File: src/rtl/core/ttu_pkg.sv
package ttu_pkg;

  localparam int unsigned DATA_W  = 32;
  localparam int unsigned DELTA_W = 33;
  localparam int unsigned PROD_W  = 51;
  localparam int unsigned ACC_W   = 68;
  localparam int unsigned LO_W    = 17;
  localparam int unsigned FRAC_W  = 16;

  localparam logic [DATA_W-1:0] SAT_POS = 32'h7FFF_FFFF;
  localparam logic [DATA_W-1:0] SAT_NEG = 32'h8000_0000;

  // accumulator targets
  localparam logic [1:0] ACC_DET = 2'd0;
  localparam logic [1:0] ACC_NX  = 2'd1;
  localparam logic [1:0] ACC_NY  = 2'd2;
  localparam logic [1:0] ACC_NZ  = 2'd3;

  // tangent components
  localparam logic [1:0] COMP_X = 2'd0;
  localparam logic [1:0] COMP_Y = 2'd1;
  localparam logic [1:0] COMP_Z = 2'd2;

  // corner slots
  localparam logic [1:0] CORNER_0 = 2'd0;
  localparam logic [1:0] CORNER_1 = 2'd1;
  localparam logic [1:0] CORNER_2 = 2'd2;

  typedef enum logic [5:0] {
    ST_IDLE  = 6'b000001,
    ST_MUL   = 6'b000010,
    ST_DINIT = 6'b000100,
    ST_DRUN  = 6'b001000,
    ST_DDONE = 6'b010000,
    ST_EMIT  = 6'b100000
  } state_t;

  typedef struct packed {
    logic       cap_en;
    logic [1:0] cap_sel;
    logic       mul_en;
    logic [2:0] mul_sel;
    logic       mul_half;
    logic       acc_en;
    logic       div_init;
    logic       div_step;
    logic       div_done;
    logic [1:0] comp;
    logic       deg_set;
    logic       out_load;
  } cmd_t;

  typedef struct packed {
    logic det_zero;
  } status_t;

endpackage

File: src/rtl/core/ttu_ctrl.sv
module ttu_ctrl
  import ttu_pkg::*;
(
  input  logic    clk,
  input  logic    rst_n,
  input  logic    in_valid,
  output logic    in_ready,
  output logic    out_valid,
  input  logic    out_ready,
  input  status_t status,
  output cmd_t    cmd
);

  state_t     state_r, state_nxt;
  logic [1:0] corner_r, corner_nxt;
  logic [4:0] step_r, step_nxt;
  logic [1:0] comp_r, comp_nxt;
  logic       out_valid_r, out_valid_nxt;
  logic       in_xfer;

  assign in_ready  = (state_r == ST_IDLE);
  assign out_valid = out_valid_r;
  assign in_xfer   = in_valid && in_ready;

  always_comb begin
    state_nxt     = state_r;
    corner_nxt    = corner_r;
    step_nxt      = step_r;
    comp_nxt      = comp_r;
    out_valid_nxt = out_valid_r && !out_ready;
    cmd           = '0;
    cmd.comp      = comp_r;
    case (state_r)
      ST_IDLE: begin
        if (in_xfer) begin
          cmd.cap_en  = 1'b1;
          cmd.cap_sel = corner_r;
          if (corner_r == CORNER_2) begin
            corner_nxt = CORNER_0;
            step_nxt   = '0;
            state_nxt  = ST_MUL;
          end else begin
            corner_nxt = corner_r + 2'd1;
          end
        end
      end
      ST_MUL: begin
        // product issued one step, accumulated the next
        cmd.mul_en   = !step_r[4];
        cmd.mul_sel  = step_r[3:1];
        cmd.mul_half = step_r[0];
        cmd.acc_en   = (step_r != '0);
        step_nxt     = step_r + 5'd1;
        if (step_r[4]) begin
          comp_nxt  = COMP_X;
          state_nxt = ST_DINIT;
        end
      end
      ST_DINIT: begin
        if (status.det_zero) begin
          cmd.deg_set = 1'b1;
          state_nxt   = ST_EMIT;
        end else begin
          cmd.div_init = 1'b1;
          step_nxt     = '0;
          state_nxt    = ST_DRUN;
        end
      end
      ST_DRUN: begin
        cmd.div_step = 1'b1;
        step_nxt     = step_r + 5'd1;
        if (step_r == 5'd31) state_nxt = ST_DDONE;
      end
      ST_DDONE: begin
        cmd.div_done = 1'b1;
        if (comp_r == COMP_Z) begin
          state_nxt = ST_EMIT;
        end else begin
          comp_nxt  = comp_r + 2'd1;
          state_nxt = ST_DINIT;
        end
      end
      ST_EMIT: begin
        if (!out_valid_r || out_ready) begin
          cmd.out_load  = 1'b1;
          out_valid_nxt = 1'b1;
          state_nxt     = ST_IDLE;
        end
      end
      default: state_nxt = ST_IDLE;
    endcase
  end

  always_ff @(posedge clk) begin
    if (!rst_n) begin
      state_r     <= ST_IDLE;
      corner_r    <= CORNER_0;
      step_r      <= '0;
      comp_r      <= COMP_X;
      out_valid_r <= 1'b0;
    end else begin
      state_r     <= state_nxt;
      corner_r    <= corner_nxt;
      step_r      <= step_nxt;
      comp_r      <= comp_nxt;
      out_valid_r <= out_valid_nxt;
    end
  end

endmodule

File: config.mk
export PLATFORM = sky130hd
export DESIGN_NAME = ttu_ctrl
export DESIGN_NICKNAME = d
export VERILOG_FILES = /design/src/rtl/core/ttu_pkg.sv /design/src/rtl/core/ttu_ctrl.sv
export SDC_FILE = /design/constraint.sdc
export NUM_CORES = 1
export LEC_CHECK = 0
export ABC_CLOCK_PERIOD_IN_PS = 4350
export CORE_MARGIN = 2
export CORE_UTILIZATION = 60
export CTS_BUF_LIST = sky130_fd_sc_hd__clkbuf_8
export DETAILED_ROUTE_END_ITERATION = 16
export DONT_BUFFER_PORTS = 1
export HOLD_SLACK_MARGIN = 0.15
export PLACE_DENSITY_LB_ADDON = 0.1
export REMOVE_ABC_BUFFERS = 1
export SLEW_MARGIN = 10
export SYNTH_ARGS = -nofsm -noshare
export SYNTH_HDL_FRONTEND = slang
export SYNTH_SLANG_ARGS = --single-unit
File: constraint.sdc
create_clock -name clk -period 4.35 [get_ports clk]
set_input_delay 0 -clock clk [delete_from_list [all_inputs] [get_ports clk]]
set_output_delay 0 -clock clk [all_outputs]
set_load 0.03 [all_outputs]
# Yosys cells after proc, flatten, opt, wreduce, memory -nomap -nowiden
# Cells that the tools add are included.
# totals
memories	0
ff_bits	16
ram_bits	0
rom_bits	0
out_inout_bits	18
in_bits	5
latchBits	0
wordCells	67
# op_classes
bitwise_logic	0
addsub	3
n_eq_ne	16
mul	0
n_reduce_logical	14
div_mod_pow	0
mux	29
shifts	0
n_lt_le_gt_ge	0
# ops
operator	count
$mux 6	8
$pmux 6 s6	1
$mux 5	3
$pmux 5 s3	1
$mux 1	10
$ne 2x2->1 const B	5
$eq 6x1->1 const B	1
$eq 6x2->1 const B	1
$eq 6x3->1 const B	1
$eq 6x4->1 const B	1
$eq 6x5->1 const B	1
$eq 6x6->1 const B	1
$mux 2	3
$mux 3	2
$add 5x1->5 const B	1
$eq 5x5->1 const B	1
$reduce_and 5->1	1
$reduce_bool 5->1	1
$add 2x1->2 const B	2
$eq 2x2->1 const B	2
$ne 2x1->1 const B	2
$pmux 2 s2	1
$reduce_and 4->1	1
$logic_not 1->1	3
7 further kinds	8

# Longest topological paths before layout
# logic_depth
depth_word	4
depth_mapped	7
ltp_nobuf	7

# Worst setup path after synthesis
# No wires, ideal clock.
# synth_timing
path_kind	flip-flop to flip-flop
startpoint	register step_r[0]
endpoint	register state_r[0]
setup_time_ns	0.122
path_stages_with_launch	8
period_less_slack_ns	1.688
slack_ns	2.662
path_buffers	0
arrival_time_ns	1.566
required_time_ns	4.228
cell_sequence	dfxtp_1 > ha_1 > and3_1 > ha_1 > nor3b_1 > o21ai_0 > o211a_1 > a221o_1
# synth_between
elab_chain_cells	3
# synth_rtl
element	line	text
start: declaration	ttu_ctrl.sv:16	logic [4:0] step_r, step_nxt;
start signal: assignment	ttu_ctrl.sv:104	step_r <= step_nxt;
$eq 5x5->1	ttu_ctrl.sv:72	if (step_r == 5'd31) state_nxt = ST_DDONE;
$ne 2x2->1 (no line)	--	
$reduce_and 5->1 (no line)	--	
end signal: assignment	ttu_ctrl.sv:102	state_r <= state_nxt;
end: declaration	ttu_ctrl.sv:14	state_t state_r, state_nxt;
# Every way passes these cells.
# A chain may end at the register's enable or synchronous reset.

==> metrics.md <==
| Metric | Value |
|---|---|
| Cell row count | 14 |
| Synth warn | 0 |
| Post-layout util | between 70% and 80% |
| Cell Area, Synth | approximately 1000 um2 |
| Gr usage total | 25.6% |
| Flops & latches, synth | 16 |
| Initial Util | between 60% and 70% |
| Fmax achieved | roughly 480 MHz |
| Crit path kind | flip-flop to output pin |
| Yosys top cell area share | between 30% and 40% |
| PortBufs | 0 |
| # H-tree levels | 1 |
| Worst Max-Slew Pin Slew | roughly 0.68 ns |
| Fin Setup TNS | 0 ns |
| Pleak | ~0.42 nW |
| Routed wire per std cell | between 15 and 20 um |
| Post-synth top area cell | dfxtp_1 |
| Hold path start | status |
| CP Capture Type | output pin |
| Final nets | roughly 130 |
| Vias in the first global route | 848 |
| GP Congestion | between 0.9 and 1 |
| Worst hold path type | input pin to flip-flop |
| Placed instance area | around 1000 um2 |
| Worst Clk Skew | between 0.001 and 0.0015 ns |
| Final setup violation count | 0 |
| Antenna Nets Post-Route | 0 |
| Io pins | 23 |
| Area Overhead vs Synth | 8.97% |
| Worst EP required | approximately 4.4 ns |
| Remaining DRCs | 0 |
| Slowest-stage cell, CP | and2_0 |
| Skew-Pair Late Insertion Delay | 0.25 ns |
| Global-route wire length before repair | 3800 um |
| Initial antenna violation count | 0 |
| Vias post-DR | about 900 |
| CTS Root Cell | clkbuf_8 |
| Mapped Cells | roughly 120 |
| Post-synth EDFFs | 0 |
| Post-route cell area | 1090 um2 |
| DPL Wire Length | 1600 um |
| Crit-path cells | nor4_4 > and2_0 > and3_1 |
| First-pass iteration count of the detailed router | 4 |
| Largest stage delay on the critical path | between 0.5 and 0.6 ns |
| FF-to-FF Start | state_r[3] |
| Register area share after synthesis | around a third |
| Slew HR | a little over half |
| Clock Sinks | 16 |
| Cell with the most instances after synthesis | dfxtp_1 |
| Clock Path Buffers | 2 |
| RSZ-0062 raised after global routing | no |
| Max cap viols | 0 |
| Final Slew Violations | 0 |
| Count of different cell masters after synthesis | 47 |
| Most used flip-flop cell after synthesis | dfxtp_1 |
| Status | finished clean |
| CTS tree | done |
| Layout cells sized above 1 | between 10 and 15% |
| Post-CTS Resized | 0 |
| Die area | 2020 um2 |
| Ranking of synthesized cells by area | dfxtp_1 (32%), ha_1 (5.0%), nor2_1 (4.1%), nor3_1 (3.5%), inv_1 (3.4%) |
| Reg2Reg Setup Slack | approximately 2.4 ns |
| Die Width | around 45 um |
| Post-place setup slack | around 2.4 ns |
| Final min period | between 2 and 2.5 ns |
| Synth top cells by count | dfxtp_1 (16), nor2_1 (11), inv_1 (9) |
| Asr flop ratio synth | 0% |
| GR Overflow Total | 0 |
| Final Hold Vio Count | 0 |
| P per Cell Area | around 450 nW/um2 |
| WHS | 0.168 ns |
| Largest net degree at the start of global routing | 12 |
| Total CTS buffers | 3 |
| Worst setup startpoint | state_r[1] |
| Final Cycle Share | between 40% and 50% |
| Synthesized area per cell | between 8 and 9 um2 |
| Routed wire length | between 2000 and 2500 um |
| Vias per std cell | 6.68 |
| Final setup margin | about 2.3 ns |
| Vert. Die Dim | 44.9 um |
| Core area | approximately 1500 um2 |
| Startpoint types | flip-flop |
| Ant. Diodes | 0 |
| CP max FO | 8 |
| Worst-path clk slew | ~0.070 ns |
| DR iter-0 viols | 32 |
| Max IR drop VDD | about 0.31 mV |
| Arr. time, crit path | approximately 2.1 ns |
## logic make-up (layout without fill, tap and decap cells)
group / count (synthesis) / after routing / share of synthesized area, %
AND/OR/NAND/NOR: 56 / 56 / 35.4
buffers and inverters: 14 / 18 / 6.23
XOR/XNOR: 1 / 1 / 0.872
AO/OA/AOI/OAI: 24 / 24 / 20.7
adder cells (fa/ha/maj): 4 / 4 / 4.98
flip-flops: 16 / 16 / 31.9
## what timing repair did
action | CTS | global route
setup endpoints to repair | 0 | 0
hold buffers | 4 | 0
hold endpoints to repair | 17 | 0
setup buffers | 0 | 0
## worst max-delay path: cells and delay by family (launching register included)
kind | cells | cell delay (ns)
DFF | 1 | 0.44
and+or+nand+nor | 3 | 1.40
## final cells by class
cell class | count | area, um2
multi-input combinational | 85 | 622
fill | 127 | 447
sequential | 16 | 320
clock buffer | 4 | 55.1
timing repair buffer | 4 | 40.0
inverter | 10 | 37.5
tap | 16 | 20.0
## metrics by stage
step / total power [mW] / instances
finish: 0.490 / 135
global route: 0.516 / 135
CTS: 0.489 / 135
detailed placement: 0.351 / 127
global placement: 0.348 / 127
floorplan: 0.325 / 111
## cells in the final DEF (no fill, tap or decap), types with 5 or more instances in the layout
cell / synthesis / final
nand2_1: 5 / 5
inv_1: 9 / 9
dfxtp_1: 16 / 16
nor3_1: 7 / 7
nand3_1: 6 / 6
nor2_1: 11 / 11
and3_1: 5 / 5
## per-layer routing
metal	vias up	global-route usage, %	routed length, um
met5	-	0	0
met2	29	40.0	1050
met3	4	5.60	135
met1	439	35.5	1100
li1	430	-	-
met4	0	7.65	12
## worst paths after layout
path | cells after the start | endpoint
worst max-delay path | 3 | cmd[13]
worst max register to register | 4 | state_r[0]
worst min register to register | 2 | corner_r[0]
worst min-delay path | 3 | step_r[1]
## power breakdown
group          switching [mW]  internal (mW)  leakage (nW)  total, mW
logic                   0.108         0.0675         0.257      0.175
registers              0.0205          0.159         0.129      0.180
clock network          0.0548         0.0803        0.0288      0.135
## sequential cells by signal, summed over array words and instances, names as in the netlist
name and count:
step_r 5, out_valid 1, comp_r 2, corner_r 2, state_r 6
Power figures use the tool's default switching activity.
